File: src/rtl/core/dmm_pkg.sv
// Shared types and constants for the dense matrix multiply block.
// No dependencies.
`timescale 1ns / 1ps
`default_nettype none
package dmm_pkg;
    localparam int DIM_W = 4;
    localparam int SUM_W = 40;

    typedef enum logic [1:0] {
        OP_WRITE_A = 2'd0,
        OP_WRITE_B = 2'd1,
        OP_COMPUTE = 2'd2,
        OP_NONE    = 2'd3
    } op_t;

    typedef enum logic [1:0] {
        REG_ROWS_A    = 2'd0,
        REG_INNER_LEN = 2'd1,
        REG_COLS_B    = 2'd2
    } reg_idx_t;

    typedef enum logic [1:0] {
        ST_IDLE  = 2'd0,
        ST_FETCH = 2'd1,
        ST_DRAIN = 2'd2
    } state_t;

    // control handed to the cell chain
    typedef struct packed {
        logic start;
        logic feed;
    } cell_ctl_t;

    function automatic logic [DIM_W-1:0] clamp_dim(input logic [DIM_W-1:0] v,
                                                   input logic [DIM_W-1:0] mx);
        logic [DIM_W-1:0] r;
        r = v;
        if (r == '0)
            r = DIM_W'(1);
        if (r > mx)
            r = mx;
        return r;
    endfunction
endpackage
`default_nettype wire

File: src/rtl/core/dmm_cell.sv
// One multiply-accumulate cell of the product chain.
// Depends on dmm_pkg.
`timescale 1ns / 1ps
`default_nettype none
module dmm_cell #(
    parameter int DATA_WIDTH = 16
) (
    input  wire                           clk,
    input  wire                           rst_n,
    input  wire dmm_pkg::cell_ctl_t       ctl,
    input  wire signed [DATA_WIDTH-1:0]   a_in,
    input  wire signed [DATA_WIDTH-1:0]   b_in,
    input  wire signed [dmm_pkg::SUM_W-1:0] sum_in,
    input  wire                           shift,
    output logic signed [dmm_pkg::SUM_W-1:0] sum_out
);
    import dmm_pkg::*;

    logic signed [2*DATA_WIDTH-1:0] prod_reg;
    logic                           pv_reg;
    logic signed [SUM_W-1:0]        acc_reg;
    logic signed [SUM_W-1:0]        acc_next;

    // product registered before accumulate
    always_ff @(posedge clk or negedge rst_n)
    begin
        if (!rst_n)
            pv_reg <= 1'b0;
        else
            pv_reg <= ctl.feed;
    end

    always_ff @(posedge clk)
    begin
        prod_reg <= a_in * b_in;
    end

    // start wins over shift: the last drain of a row also opens the next row
    always_comb
    begin
        acc_next = acc_reg;
        if (ctl.start)
            acc_next = '0;
        else if (shift)
            acc_next = sum_in;
        else if (pv_reg)
            acc_next = acc_reg + SUM_W'(prod_reg);
    end

    always_ff @(posedge clk)
    begin
        acc_reg <= acc_next;
    end

    assign sum_out = acc_reg;
endmodule
`default_nettype wire

File: config.mk
export PLATFORM = sky130hd
export DESIGN_NAME = dmm_cell
export DESIGN_NICKNAME = d
export VERILOG_FILES = /design/src/rtl/core/dmm_pkg.sv /design/src/rtl/core/dmm_cell.sv
export SDC_FILE = /design/constraint.sdc
export NUM_CORES = 1
export LEC_CHECK = 0
export ABC_AREA = 1
export BUFFER_PORTS_ARGS = -buffer_cell sky130_fd_sc_hd__buf_2
export CORE_ASPECT_RATIO = 1.25
export CORE_MARGIN = 2
export CORE_UTILIZATION = 30
export DETAILED_ROUTE_END_ITERATION = 16
export PLACE_DENSITY = 0.49
export SYNTH_ARGS = -nofsm -noshare
export SYNTH_HDL_FRONTEND = slang
export SYNTH_SLANG_ARGS = --single-unit
File: constraint.sdc
create_clock -name clk -period 3.9 [get_ports clk]
set_clock_uncertainty 0.15 [all_clocks]
set_input_delay 0.78 -clock clk [delete_from_list [all_inputs] [get_ports clk]]
set_output_delay 0.78 -clock clk [all_outputs]
set_load 0.1 [all_outputs]
# Yosys cells after proc, flatten, opt, wreduce, memory -nomap -nowiden
# Cells that the tools add are included.
# op_classes
addsub,1
multipliers,1
mux,2
reduce_logical,1
# ops
op,n
$mux W40,2
$add A40 B32 Y40,1
$mul A16 B16 Y32,1
$reduce_bool A2 Y1,1
# word_totals
ff_bits,73
inputBits,77
output_inout_bits,40
word_cells,8

# Logic depth before layout (Yosys ltp)
# logic_depth
ltp_word,3
ltp_mapped,25
mapped_depth_nobuf,24

# Worst setup path before layout
# Ideal clock, no wire load.
# synth_timing
path_type,input to register
startpoint,input b_in[5]
endpoint,register prod_reg[30]
setup_ns,0.119
t_arrival_ns,5.761
t_required_ns,3.631
setup_slack_ns,-2.129
path_stages,20
n_path_buf,2
path_cell_list,clkbuf_1 > clkbuf_1 > nand2_1 > fa_1 > inv_1 > fa_1 > inv_1 > fa_1 > inv_1 > fa_1 > fa_1 > fa_1 > ha_1 > nand2_1 > a21oi_1 > a211oi_1 > nand2_1 > a31oi_1 > nand2_1 > xor2_1
# synth_between
elab_chain_len,1
# synth_rtl
item,line,rtl
from (decl),dmm_cell.sv:12,"input wire signed [DATA_WIDTH-1:0] b_in,"
$mul A16 B16 Y32,dmm_cell.sv:35,prod_reg <= a_in * b_in;
to (signal assigned),dmm_cell.sv:35,
to (decl),dmm_cell.sv:19,logic signed [2*DATA_WIDTH-1:0] prod_reg;
# Every way passes these cells.
# A chain may end at the register's enable or synchronous reset.

# Final worst setup path
# layout_timing
startpoint,input a_in[15]
endpoint,register prod_reg[24]
# layout_between
elab_chain_len,1
# layout_rtl
item,line,rtl
from (decl),dmm_cell.sv:11,"input wire signed [DATA_WIDTH-1:0] a_in,"
$mul A16 B16 Y32,dmm_cell.sv:35,
# Every way passes these cells.

==> run_results.csv <==
group,metric,value,unit
floorplanning,die-area,54900,um^2
timing,drv_slew,0,
timing,final.setup.worst_slack,-1750,ps
logic_synthesis,async_reset_ff_share,1.37,%
route,drt_iter0_drc,555,
final_layout,final_layout_size_suffix_gt1_share,27.6,%
timing,setup_viol,26,
final_layout,largest_reg_flops,40,
clocking,clk_latency,350,ps
timing,min_period_over_period,145,%
logic_synthesis,ys_seq_elements,73,
worst_setup_path,arrival,5740,ps
logic_synthesis,synth_nets,2680,
grt,grt_pass1_vias,15700,
clocking,cts.sinks,73,
route,drt_wl_total,49.2,mm
placed_design,io_buffers,116,
floorplanning,core,52600,um^2
clocking,cts.path.max_buffers,2,
worst_setup_path,crit_required,3980,ps
grt,grt_antenna_before_repair,0,
route,wire_per_inst,15.5,um
worst_setup_path,rr_endpoint,"sum_out[30]$_SDFFE_PP0P_",
logic_synthesis,avgSynthCellArea,7.17,um^2
worst_setup_path,crit_chain,"buf_8 > buf_12 > nand2_4 > inv_2 > fa_2 > buf_6 > fa_1 > fa_1 > fa_2 > fa_1 > inv_1 > fa_1 > inv_2 > ha_4 > buf_12 > a21oi_4 > buf_4 > a21oi_1 > nor2_1 > nand3_2 > xor2_2",
clocking,cts_tree,"done",
logic_synthesis,synth_common_cells,"nand2_1 (617), inv_1 (581), fa_1 (263)",
clocking,root_buffer,"clkbuf_16",
timing,setup_tns,-35710,ps
floorplanning,die_w,210,um
worst_setup_path,cpMostUsedCell,"fa_1",
final_layout,fin_nets,2963,
run_status,violations,"setup timing",
logic_synthesis,synth_most_common_cell,"nand2_1",
flow_run,drv_cap,0,
logic_synthesis,synth_top_cell_area_share,33.1,%
timing,grt_setup_unrepaired,"true",
final_layout,area_delta_synth_final,31.0,%
final_layout,fillers,5503,
route,num_vias,14300,
clocking,clk_pin_slew,60,ps
worst_setup_path,r2r-start,"prod_reg[0]$_DFF_P_",
logic_synthesis,syn_inst,2219,
timing,max_clock_freq,177,MHz
worst_setup_path,slowest_stage,"fa_2",
floorplanning,rows,94,
logic_synthesis,synthTopCellsByArea,"fa_1 (33%), nand2_1 (15%), inv_1 (14%)",
route,drtAntennaViolNets,0,
logic_synthesis,yosys_warnings,0,
clocking,h-tree-depth,3,
logic_synthesis,synth_top_flop_cell,"dfxtp_1",
clocking,cts-buffers-inserted,9,
route,drc,0,
grt,grt_overflow,0,
final_layout,antenna_cells,0,
route,drt-vias-per-instance,4.48,
route,drt_first_pass_iters,4,
timing,tightest_slew,793,ps
worst_setup_path,timing_worst_setup_path_type,"primary input to register",
floorplanning,start_util,30.3,%
floorplanning,ioPinCount,117,
grt,grt_pass1_wl,80.6,mm
run_status,status,"finished with violations",
timing,fin_crit,5650,ps
floorplanning,die_y,262,um
logic_synthesis,netlist_area,15900,um^2
timing,hold_violations,0,
grt,grt_max_degree,44,
final_layout,regArea,1470,um^2
placed_design,post-dp-hpwl,43.1,mm
logic_synthesis,synth.distinct_cells,47,
min_path,hp-class,"primary input to asynchronous set/reset pin",
worst_setup_path,cpPeakStageDelay,650,ps
placed_design,place.gp.congestion,0.905,
worst_setup_path,critPathMaxFanout,6,
worst_setup_path,critPathLaunchType,"primary input",
grt,grtUsageTotal,18.5,%
timing,max_slew_margin,47.1,%
worst_setup_path,end_kind,"register",
logic_synthesis,synth_edf_count,0,
worst_setup_path,rr_worst_depth,15,
logic_synthesis,synth_area_leader_cell,"fa_1",
final_layout,multi_input_area,13100,um^2
worst_setup_path,r2r_setup_slack,1230,ps
logic_synthesis,synth_seq_area_share,9.21,%
[metrics by stage]
| step | util, % | setup slack (ps) | cells | hold WS, ps | area, um^2 |
|---|---|---|---|---|---|
| after global placement | 36.4 | -2320 | 3124 | 358 | 19100 |
| after floorplan | - | -1670 | 2219 | 334 | 16900 |
| after CTS | 38.7 | -1820 | 3166 | 32.0 | 20300 |
| final | 39.7 | -1750 | 3179 | 38.6 | 20800 |
| after global routing | 39.7 | -1940 | 3179 | 28.1 | 20800 |
| after detailed placement | 36.4 | -2420 | 3124 | 372 | 19100 |
[kinds of logic (layout without fill, tap and decap cells)]
logic type / Yosys count / in the layout / share of synthesized area [%]
simple gates: 869 / 869 / 23.1
fa+ha+maj: 384 / 384 / 42.6
buf+inv: 664 / 952 / 15.8
compound gates: 185 / 185 / 6.91
xor+xnor: 44 / 44 / 2.42
flops: 73 / 73 / 9.21
[routing by layer]
metal  share of wire [%]  track usage, %
met5                   0               0
met4                 2.8            5.52
met3                 2.0            1.27
met2                  55            37.6
met1                  40            20.4
[layout by cell type, fill, tap and decap left out, types with 18 or more instances in the layout]
master   count
nor2_2      30
nand2_1    563
inv_1      524
ha_4        27
nand3_1     56
buf_6       49
a21oi_1     62
nand3_2     19
ha_1        90
nand4_1     18
a22oi_1     32
buf_2       88
buf_4      178
nand2_4     25
fa_1       239
xor2_1      28
dfxtp_1     72
nor2_1      63
buf_12      21
fa_2        24
nand2_2     60
a21oi_2     24
inv_2       56
[worst max path at each step]
stage             start                    to  slack (ps)  cells after the start
6_report       a_in[15]  prod_reg[24]$_DFF_P_       -1750                     21
5_1_grt        a_in[15]  prod_reg[29]$_DFF_P_       -1940                     21
4_1_cts        b_in[15]  prod_reg[29]$_DFF_P_       -1820                     21
3_5_place_dp    b_in[7]  prod_reg[30]$_DFF_P_       -2420                     21
3_3_place_gp    b_in[7]  prod_reg[30]$_DFF_P_       -2320                     21
2_1_floorplan  a_in[15]  prod_reg[31]$_DFF_P_       -1670                     20
[critical path, delay by kind of cell]
kind,cells,cell delay [ps]
xor+xnor,1,190
fa+ha+maj,7,3430
buf+inv,8,760
simple gates,3,370
compound gates,2,210
[what timing repair did]
action,4_1_cts,5_1_grt
pin swaps,119,92
gates cloned,0,1
gates resized for setup,200,126
hold buffers,0,0
setup endpoints to repair,26,26
buffers inserted,28,15
[layout make-up]
class | instances | share of cell area (%)
sequential | 73 | 7.03
clock buffer | 11 | 1.12
clock inverter | 5 | 0.156
inverter | 589 | 10.7
timing repair buffer | 347 | 13.9
multi-input combinational | 1482 | 63.1
tap | 672 | 4.03
Power is not shown: default switching activity piles up to over one toggle a cycle in this logic, so the estimate is an artifact.
