==> src/rtl/core/dmm_pkg.sv <==
// Shared types and constants for the dense matrix multiply block.
// No dependencies.
`timescale 1ns / 1ps
`default_nettype none
package dmm_pkg;
    localparam int DIM_W = 4;
    localparam int SUM_W = 40;

    typedef enum logic [1:0] {
        OP_WRITE_A = 2'd0,
        OP_WRITE_B = 2'd1,
        OP_COMPUTE = 2'd2,
        OP_NONE    = 2'd3
    } op_t;

    typedef enum logic [1:0] {
        REG_ROWS_A    = 2'd0,
        REG_INNER_LEN = 2'd1,
        REG_COLS_B    = 2'd2
    } reg_idx_t;

    typedef enum logic [1:0] {
        ST_IDLE  = 2'd0,
        ST_FETCH = 2'd1,
        ST_DRAIN = 2'd2
    } state_t;

    // control handed to the cell chain
    typedef struct packed {
        logic start;
        logic feed;
    } cell_ctl_t;

    function automatic logic [DIM_W-1:0] clamp_dim(input logic [DIM_W-1:0] v,
                                                   input logic [DIM_W-1:0] mx);
        logic [DIM_W-1:0] r;
        r = v;
        if (r == '0)
            r = DIM_W'(1);
        if (r > mx)
            r = mx;
        return r;
    endfunction
endpackage
`default_nettype wire

==> src/rtl/core/dmm_seq.sv <==
// Sequencer: walks k for one product row, feeds the chain, drains results.
// Depends on dmm_pkg.
`timescale 1ns / 1ps
`default_nettype none
module dmm_seq (
    input  wire                         clk,
    input  wire                         rst_n,
    input  wire                         go,
    input  wire [dmm_pkg::DIM_W-1:0]    nr,
    input  wire [dmm_pkg::DIM_W-1:0]    nk,
    input  wire [dmm_pkg::DIM_W-1:0]    nc,
    input  wire                         out_free,
    output dmm_pkg::cell_ctl_t          ctl,
    output logic [dmm_pkg::DIM_W-1:0]   r_idx,
    output logic [dmm_pkg::DIM_W-1:0]   k_idx,
    output logic                        shift,
    output logic                        emit,
    output logic [dmm_pkg::DIM_W-1:0]   c_idx,
    output logic                        emit_last,
    output logic                        busy
);
    import dmm_pkg::*;

    state_t           state_reg, state_next;
    logic [DIM_W-1:0] r_reg, r_next, k_reg, k_next, c_reg, c_next;
    logic [1:0]       wait_reg, wait_next;
    logic             start_c;

    always_ff @(posedge clk or negedge rst_n)
    begin
        if (!rst_n)
        begin
            state_reg <= ST_IDLE;
            r_reg     <= '0;
            k_reg     <= '0;
            c_reg     <= '0;
            wait_reg  <= '0;
        end
        else
        begin
            state_reg <= state_next;
            r_reg     <= r_next;
            k_reg     <= k_next;
            c_reg     <= c_next;
            wait_reg  <= wait_next;
        end
    end

    // FETCH: one k per cycle, then wait for memory read, product and accumulate before DRAIN
    always_comb
    begin
        state_next = state_reg;
        r_next = r_reg;
        k_next = k_reg;
        c_next = c_reg;
        wait_next = wait_reg;
        start_c = 1'b0;
        shift = 1'b0;
        emit = 1'b0;
        emit_last = 1'b0;
        case (state_reg)
            ST_IDLE:
            begin
                if (go)
                begin
                    state_next = ST_FETCH;
                    r_next = '0;
                    k_next = '0;
                    start_c = 1'b1;
                end
            end
            ST_FETCH:
            begin
                if (k_reg == nk)
                begin
                    if (wait_reg == 2'd2)
                    begin
                        state_next = ST_DRAIN;
                        c_next = '0;
                        wait_next = '0;
                    end
                    else
                        wait_next = wait_reg + 2'd1;
                end
                else
                    k_next = k_reg + DIM_W'(1);
            end
            ST_DRAIN:
            begin
                if (out_free)
                begin
                    emit = 1'b1;
                    shift = 1'b1;
                    emit_last = (r_reg + DIM_W'(1) == nr) && (c_reg + DIM_W'(1) == nc);
                    if (c_reg + DIM_W'(1) == nc)
                    begin
                        if (r_reg + DIM_W'(1) == nr)
                            state_next = ST_IDLE;
                        else
                        begin
                            state_next = ST_FETCH;
                            r_next = r_reg + DIM_W'(1);
                            k_next = '0;
                            start_c = 1'b1;
                        end
                    end
                    else
                        c_next = c_reg + DIM_W'(1);
                end
            end
            default: state_next = ST_IDLE;
        endcase
    end

    // memory read issued this cycle; feed flag lines up with read data
    logic rd_reg;
    always_ff @(posedge clk or negedge rst_n)
    begin
        if (!rst_n)
            rd_reg <= 1'b0;
        else
            rd_reg <= (state_reg == ST_FETCH) && (k_reg != nk);
    end
    assign ctl = cell_ctl_t'{start: start_c, feed: rd_reg};

    assign r_idx = r_reg;
    assign k_idx = k_reg;
    assign c_idx = c_reg;
    assign busy  = (state_reg != ST_IDLE);

`ifndef SYNTHESIS
    a_k_bound: assert property (@(posedge clk) disable iff (!rst_n)
        state_reg == ST_FETCH |-> k_reg <= nk) else $error("k beyond inner size");
    a_emit_drain: assert property (@(posedge clk) disable iff (!rst_n)
        emit |-> state_reg == ST_DRAIN) else $error("emit outside drain");
    a_last_idle: assert property (@(posedge clk) disable iff (!rst_n)
        emit_last |=> state_reg == ST_IDLE) else $error("last without end");
`endif
endmodule
`default_nettype wire

==> config.mk <==
export PLATFORM = sky130hd
export DESIGN_NAME = dmm_seq
export DESIGN_NICKNAME = d
export VERILOG_FILES = /design/src/rtl/core/dmm_pkg.sv /design/src/rtl/core/dmm_seq.sv
export SDC_FILE = /design/constraint.sdc
export NUM_CORES = 1
export LEC_CHECK = 0
export ABC_AREA = 0
export BUFFER_PORTS_ARGS = -buffer_cell sky130_fd_sc_hd__buf_4
export CORE_MARGIN = 5
export CORE_UTILIZATION = 45
export CTS_BUF_LIST = sky130_fd_sc_hd__clkbuf_4 sky130_fd_sc_hd__clkbuf_8
export CTS_CLUSTER_DIAMETER = 40
export DETAILED_ROUTE_END_ITERATION = 10
export PLACE_DENSITY = 0.72
export SKIP_CTS_REPAIR_TIMING = 1
export SYNTH_ARGS = -nofsm -noshare
export SYNTH_HDL_FRONTEND = slang
export SYNTH_SLANG_ARGS = --single-unit
==> constraint.sdc <==
create_clock -name clk -period 3.3 [get_ports clk]
set_input_delay 0.495 -clock clk [delete_from_list [all_inputs] [get_ports clk]]
set_output_delay 0.495 -clock clk [all_outputs]
set_load 0.01 [all_outputs]
### Yosys cells after proc, flatten, opt, wreduce, memory -nomap -nowiden

Cells that the tools add are included.

| cells by class | value |
|---|---|
| add/sub/neg operators | 4 |
| equal/unequal tests | 15 |
| mux-type cells | 32 |
| reduce and logical (&&, ||, !) cells | 12 |

Operators with widths:

| cell | number |
|---|---|
| two-way mux 4 bit | 12 |
| inequality test 2 bit, second input constant | 8 |
| case mux 4 bit (2 select lines) | 2 |
| AND reduction 5 bit | 3 |
| adder 4 x 1 -> 4 bit, second input constant | 3 |
| == test 4 bit | 3 |
| two-way mux 2 bit | 6 |
| case mux 4 bit (3 select lines) | 1 |
| two-way mux 1 bit | 9 |
| case mux 2 bit (3 select lines) | 1 |
| AND reduction 6 bit | 1 |
| nonzero test 2 bit | 3 |
| == test 2 bit, second input constant | 2 |
| inequality test 4 bit | 1 |
| nonzero test 3 bit | 1 |
| adder 2 x 1 -> 2 bit, second input constant | 1 |
| == test 2 x 1 -> 1 bit, second input constant | 1 |
| logical AND 1 bit | 2 |
| logical NOT 2 bit | 1 |
| case mux 1 bit (2 select lines) | 1 |
| AND reduction 2 bit | 1 |

| storage, ports and cells | value |
|---|---|
| bits in registers | 17 |
| input bits | 16 |
| output and inout port bits | 18 |
| logic and storage cells | 69 |

### Longest topological paths before layout

Gate-level depths: netlist (run 1).

| logic depth | value |
|---|---|
| depth in word-level cells | 6 |
| gate-level depth with buffers | 6 |
| mapped depth without buffers | 6 |

### Worst setup path after synthesis (run 1)

Ideal clock, no wire load.

| timing path | value |
|---|---|
| path kind | reg-to-output |
| start | register c_reg[0], in the netlist c_idx[0] |
| end | output port ctl[1] (netlist name) |
| arrival time | 1.912 ns |
| required time | 2.805 ns |
| setup slack | 0.893 ns |
| cell stages (with the launch flop) | 7 |
| path through | dfrtp_1 > ha_1 > xnor3_1 > nand3_1 > or3_4 > o21ai_0 > buf_4 |

| between the ends | value |
|---|---|
| word-level cells in the longest chain between the ends | 5 |

RTL lines:

| element | line | RTL |
|---|---|---|
| from (decl) | dmm_seq.sv:25 | `logic [DIM_W-1:0] r_reg, r_next, k_reg, k_next, c_reg, c_next;` |
| from (signal assigned) | dmm_seq.sv:44 | `c_reg <= c_next;` |
| adder 4 x 1 -> 4 bit | dmm_seq.sv:95 | `if (c_reg + DIM_W'(1) == nc)` |
| == test 4 bit | dmm_seq.sv:95 |  |
| two-way mux 1 bit | dmm_seq.sv:95 |  |
| two-way mux 1 bit | dmm_seq.sv:90 | `if (out_free)` |
| case mux 1 bit (2 select lines) | dmm_seq.sv:61 | `case (state_reg)` |
| to (decl) | dmm_seq.sv:13 | `output dmm_pkg::cell_ctl_t ctl,` |

Every way passes these cells.

==> impl_metrics.py, run 1 <==
metrics = {
    "layout": {
        "fin_util_pct": 57.7,
        "fill_cells": 217,
        "syn_to_final_growth_pct": 26.4,
        "final_cells": 175,
        "diodes": 0,
        "drive_above_1_share_pct": 29.7,
        "final_nets": 165,
        "stdcell_area_mm2": 0.00139,
    },
    "global_routing": {
        "antenna_found_initial": 0,
        "grt_use_total_pct": 14.1,
        "grt_pass1_vias": 861,
        "grt_overflow": 0,
        "grt_pass1_wl_um": 3810,
        "grt_max_degree": 18,
    },
    "floorplan": {
        "fp.dieArea_mm2": 0.00353,
        "fp.dieH_um": 59.4,
        "coreArea_mm2": 0.00241,
        "die_w_um": 59.4,
        "io_pins": 34,
        "rows": 18,
        "start_util_pct": 45.6,
    },
    "placed_design": {
        "dp_hpwl_um": 1810,
        "dp_cells": 171,
        "gp_congestion": 0.762,
        "io_buffers": 33,
        "place_area_mm2": 0.00136,
    },
    "run_status": {
        "status": "completed",
    },
    "routing": {
        "dr.pass1.iters": 4,
        "vias_per_cell": 5.27,
        "wl_per_cell_um": 13.2,
        "ant_nets": 0,
        "first_iter_violations": 19,
        "wirelength_um": 2310,
        "drcViolationCount": 0,
        "vias": 923,
    },
    "clock_network": {
        "cts_buffers": 3,
        "cts_max_level": 1,
        "clk-insertion-delay-late_ps": 290,
        "clk_path_buf_depth": 2,
        "numClockSinks": 17,
        "cts_tree": "done",
        "clk_root_buffer_cell": "clkbuf_4",
        "clk_pin_slew_ps": 100,
    },
    "logic_synthesis": {
        "synth-xor-area-share_pct": 13.8,
        "synth_top_family_by_area": "simple AND/OR/NAND/NOR gates",
        "synth_flop_cell": "dfrtp_1",
        "synth_fp_nets": 130,
        "async_reset_ff_share_pct": 100,
        "synth_most_common_cell": "dfrtp_1",
        "synth_cell_types": 37,
        "synth_common_cells": "dfrtp_1 (17), nand2_1 (14), nor2_1 (8)",
        "synth.area.mux_share_pct": 7.51,
        "synth_edf_count": 0,
        "synth_area_mm2": 0.00110,
        "yosys.area.top_type": "dfrtp_1",
        "syn-instance-count": 111,
        "synth_top_area_share_pct": 38.7,
        "seq_area_frac_synth_pct": 38.7,
        "synthSimpleGateAreaFrac_pct": 20.7,
        "synthTopCellsByArea": "dfrtp_1 (39%), xor2_1 (5.6%), mux2i_1 (5.5%)",
        "ys_seq_elements": 17,
        "synth_fa_ha_area_share_pct": 3.41,
        "avgSynthCellArea_um2": 9.91,
        "yosysWarnings": 0,
        "synth_compound_area_share_pct": 12.2,
    },
    "sta": {
        "fin_skew_ps": 1.01,
        "finalHoldViolations": 0,
        "tightest_slew_ps": 393,
        "max_freq_mhz": 346,
        "fin_tns_setup_ps": 0,
        "rsz0062_at_grt": "no",
        "max_slew_margin_pct": 73.7,
        "finalCritPeriodShare_pct": 87.5,
        "post-route-min-period_ps": 2890,
        "finalSetupViolCount": 0,
        "drv_slew": 0,
    },
    "critical_path": {
        "startpoint_type": "flip-flop",
        "required_ps": 2800,
        "crit_fanout": 6,
        "critPathKind": "reg -> out",
        "cp.arrival_ps": 2390,
        "worstSetupEndpointType": "output port",
    },
    "min_path": {
        "hold_path.class": "in -> async",
    },
    "power_and_ir_drop": {
        "power_mw": 0.817,
        "leakagePower_nw": 0.693,
        "peakVddDrop_mv": 0.397,
        "p_per_area_mw_per_mm2": 588,
    },
    "job": {
        "max_cap_viol_count": 0,
    },
}
[critical path, stage by stage (launching register included)]
cell and delay, ps:
dfrtp_1 450, ha_1 260, xnor3_1 380, nand3_1 130, or3_4 360, o21ai_0 320, buf_4 190
[cells in the final DEF (no fill, tap or decap), types with 2 or more instances in the layout]
master / n
o21ai_1: 2
buf_4: 33
xnor2_1: 5
xor2_1: 7
a21o_1: 3
nor2b_1: 2
mux2i_1: 6
nand3_1: 5
inv_1: 5
nand2_1: 14
nor2_1: 8
o21ai_0: 2
and2_1: 2
dfrtp_1: 17
nand2b_1: 3
ha_1: 3
a21oi_1: 3
clkbuf_4: 3
mux2_2: 2
[cell families (layout without fill, tap and decap cells)]
family | count (synthesis) | count (layout)
compound gates | 19 | 19
xor+xnor | 14 | 14
fa+ha+maj | 3 | 3
buf+inv | 8 | 42
flops | 17 | 17
mux | 8 | 8
simple gates | 42 | 42
[layout make-up]
class	count	area (µm²)	area share (%)
tap	30	37.5	2.70
clock inverter	1	5.00	0.360
inverter	5	18.8	1.35
sequential	17	425	30.6
timing repair buffer	33	248	17.8
multi-input combinational	86	633	45.5
clock buffer	3	22.5	1.62
[where the power goes]
| part | switching, mW | internal, mW | leakage, nW |
|---|---|---|---|
| Sequential | 0.0720 | 0.266 | 0.211 |
| Clock | 0.0695 | 0.0452 | 0.0177 |
| Combinational | 0.170 | 0.194 | 0.464 |
| Total | 0.311 | 0.506 | 0.693 |
[per-stage QoR]
stage	setup WS [ps]	hold WS, ps
final	413	43.1
after CTS	415	41.5
after floorplan	893	199
after global routing	246	45.7
after detailed placement	759	374
after global placement	838	373
[metal layers]
| metal | vias up | track usage, % | share of wire [%] |
|---|---|---|---|
| li1 | 453 | - | - |
| met1 | 445 | 17.0 | 43 |
| met2 | 21 | 24.2 | 50 |
| met3 | 4 | 2.40 | 4.8 |
| met4 | 0 | 6.80 | 1.5 |
| met5 | - | 0 | 0 |
[final timing paths]
kind                              from           end  slack, ps  cells after the start
max reg2reg                   c_idx[0]      c_idx[1]       1090                      6
max                           c_idx[0]        ctl[1]        410                      6
min                              rst_n      c_idx[1]         40                      1
min in group clk              out_free  state_reg[1]        500                      3
max in group asynchronous        rst_n   wait_reg[0]       3070                      1
min reg2reg                wait_reg[1]   wait_reg[1]        510                      1
No activity file was read; power rests on OpenSTA's default activity.
==> run 2: changes to the inputs <==
ABC_AREA = 1   (was 0)
PLACE_DENSITY = 0.7   (was 0.72)
==> run 2 against run 1 <==
Net effect:
- fmax increased by 13%
- highest routed layer unchanged
- utilization decreased by 0.52 points
- count of clock-buffer cells in the layout increased by 1
==> impl_metrics.py, run 2 <==
metrics = {
    "run_status": {
        "status": "completed",
    },
    "sta": {
        "max_freq_mhz": 393,
        "hold_ws_ps": 25.3,
        "finalCritPeriodShare_pct": 77.2,
        "drv_slew": 0,
        "finalHoldViolations": 0,
        "rsz0062_at_grt": "no",
        "fin_skew_ps": 20.9,
        "max_slew_margin_pct": 81.4,
        "post-route-min-period_ps": 2550,
        "fin_tns_setup_ps": 0,
        "finalSetupViolCount": 0,
        "tightest_slew_ps": 279,
    },
    "logic_synthesis": {
        "syn-instance-count": 193,
        "synth_top_family_by_area": "simple AND/OR/NAND/NOR gates",
        "yosys.area.top_type": "dfrtp_1",
        "avgSynthCellArea_um2": 6.63,
        "seq_area_frac_synth_pct": 33.2,
        "synth_cell_types": 23,
        "synth.area.mux_share_pct": 0,
        "synthSimpleGateAreaFrac_pct": 47.0,
        "synth_most_common_cell": "nand2_1",
        "async_reset_ff_share_pct": 100,
        "synth_area_mm2": 0.00128,
        "synthTopCellsByArea": "dfrtp_1 (33%), nand2_1 (19%), inv_1 (8.5%)",
        "yosysWarnings": 0,
        "synth-xor-area-share_pct": 2.74,
        "ys_seq_elements": 17,
        "synth_common_cells": "nand2_1 (66), inv_1 (29), nor2_1 (21)",
        "synth_flop_cell": "dfrtp_1",
        "synth_compound_area_share_pct": 2.35,
        "synth_top_area_share_pct": 33.2,
        "synth_edf_count": 0,
        "synth_fp_nets": 212,
        "synth_fa_ha_area_share_pct": 2.93,
    },
    "power_and_ir_drop": {
        "power.switching_mw": 0.316,
        "p_comb_share_pct": 43.7,
        "clockPowerShare_pct": 15.9,
        "leakagePower_nw": 0.877,
        "power_frac_seq_pct": 40.5,
        "p_per_area_mw_per_mm2": 507,
        "peakVddDrop_mv": 0.456,
        "intPower_mw": 0.477,
        "switching_share_pct": 39.8,
        "power_mw": 0.793,
    },
    "clock_network": {
        "numClockSinks": 17,
        "cts_max_level": 1,
        "clk_path_buf_depth": 2,
        "clk-insertion-delay-late_ps": 310,
        "clk_pin_slew_ps": 110,
        "cts_buffers": 3,
        "cts_tree": "done",
        "clk_root_buffer_cell": "clkbuf_4",
    },
    "layout": {
        "multiInputGateArea_um2": 704,
        "ff_latch_area_um2": 425,
        "drive_above_1_share_pct": 22.6,
        "final_nets": 246,
        "fill_cells": 267,
        "layout_commonest_cell": "nand2_1",
        "final_cell_mix": "nand2_1 (66), buf_4 (33), inv_1 (29), nor2_1 (21), dfrtp_1 (17)",
        "syn_to_final_growth_pct": 22.1,
        "diodes": 0,
    },
    "critical_path": {
        "cp.arrival_ps": 2050,
        "worstSetupEndpointType": "output port",
        "required_ps": 2800,
        "critPathKind": "reg -> out",
        "crit_fanout": 7,
        "startpoint_type": "flip-flop",
    },
    "global_routing": {
        "grt_pass1_vias": 1119,
        "antenna_found_initial": 0,
        "grt_max_degree": 18,
        "grt_overflow": 0,
        "grt_pass1_wl_um": 4860,
        "grt_use_total_pct": 15.1,
    },
    "floorplan": {
        "fp.dieH_um": 63.3,
        "fp.dieArea_mm2": 0.00401,
        "die_w_um": 63.3,
        "rows": 19,
        "io_pins": 34,
        "start_util_pct": 46.8,
        "coreArea_mm2": 0.00273,
    },
    "placed_design": {
        "io_buffers": 33,
        "dp_hpwl_um": 2360,
        "gp_congestion": 0.852,
    },
    "routing": {
        "wirelength_um": 2980,
        "dr.pass1.iters": 4,
        "drcViolationCount": 0,
        "wl_per_cell_um": 11.6,
        "ant_nets": 0,
        "vias_per_cell": 5.00,
        "first_iter_violations": 54,
        "vias": 1284,
    },
    "min_path": {
        "hold_path.class": "in -> async",
    },
    "job": {
        "max_cap_viol_count": 0,
    },
}
==> run 2: cell count changes after synthesis, moves of 4 or more <==
cell / delta
nand4_1: +11
nand3_1: +10
mux2i_1: -6
inv_1: +24
nand2_1: +52
nor2_1: +13
nand2_2: +4
xor2_1: -5
==> run 2: final cells by class <==
cell class	instances	share of cell area (%)
multi-input cells	141	45.1
flip-flops and latches	17	27.2
repair buffers	33	15.9
inverters	31	7.45
well taps	31	2.48
clock buffers	4	1.92
==> run 2: stage by stage <==
step / std cells / utilization [%] / area, µm² / setup slack (ps)
floorplan: 193 / - / 1280 / 1190
global placement: 253 / 56.1 / 1530 / 1150
detailed placement: 253 / 56.1 / 1530 / 1080
finish: 257 / 57.2 / 1560 / 753
CTS: 257 / 57.2 / 1560 / 746
global route: 257 / 57.2 / 1560 / 571
==> run 2: logic make-up (layout without fill, tap and decap cells) <==
| group | Yosys count | count (layout) |
|---|---|---|
| XOR/XNOR | 4 | 4 |
| flip-flops | 17 | 17 |
| AO/OA/AOI/OAI | 6 | 6 |
| adder cells (fa/ha/maj) | 3 | 3 |
| buffers and inverters | 35 | 68 |
| AND/OR/NAND/NOR | 128 | 128 |
==> run 2: final timing paths <==
kind                              from     endpoint  slack [ps]  cells after the start
max in group asynchronous        rst_n       rd_reg        3060                      1
hold reg to reg            wait_reg[0]  wait_reg[0]         510                      1
min in group clk           wait_reg[0]  wait_reg[0]         510                      1
hold / removal                   rst_n     r_idx[2]          30                      1
setup reg to reg              c_idx[0]     c_idx[0]        1500                     12
setup / recovery              r_idx[0]       ctl[1]         750                      8
==> run 2: worst max-delay path: stages, from the launching register on <==
cell and delay (ps):
dfrtp_1 470, ha_1 350, xnor2_1 160, nand2_1 80, nor2_2 180, nand3_2 150, nand3_2 160, inv_1 50
buf_4 140
==> run 2: power by group through the flow <==
stage                     combinational, mW  clock, mW  sequential [mW]
after floorplan                       0.229          0            0.326
after global placement                0.343          0            0.321
after detailed placement              0.350          0            0.325
after CTS                             0.351      0.129            0.321
after global routing                  0.396      0.139            0.332
final                                 0.346      0.126            0.321
==> run 2: layer usage <==
metal / track usage, % / vias to the layer above / share of wire [%]
met5: 0 / - / 0
met4: 6.49 / 0 / 1.6
met3: 3.55 / 5 / 4.4
met2: 23.9 / 25 / 47
met1: 19.5 / 583 / 47
li1: - / 671 / -
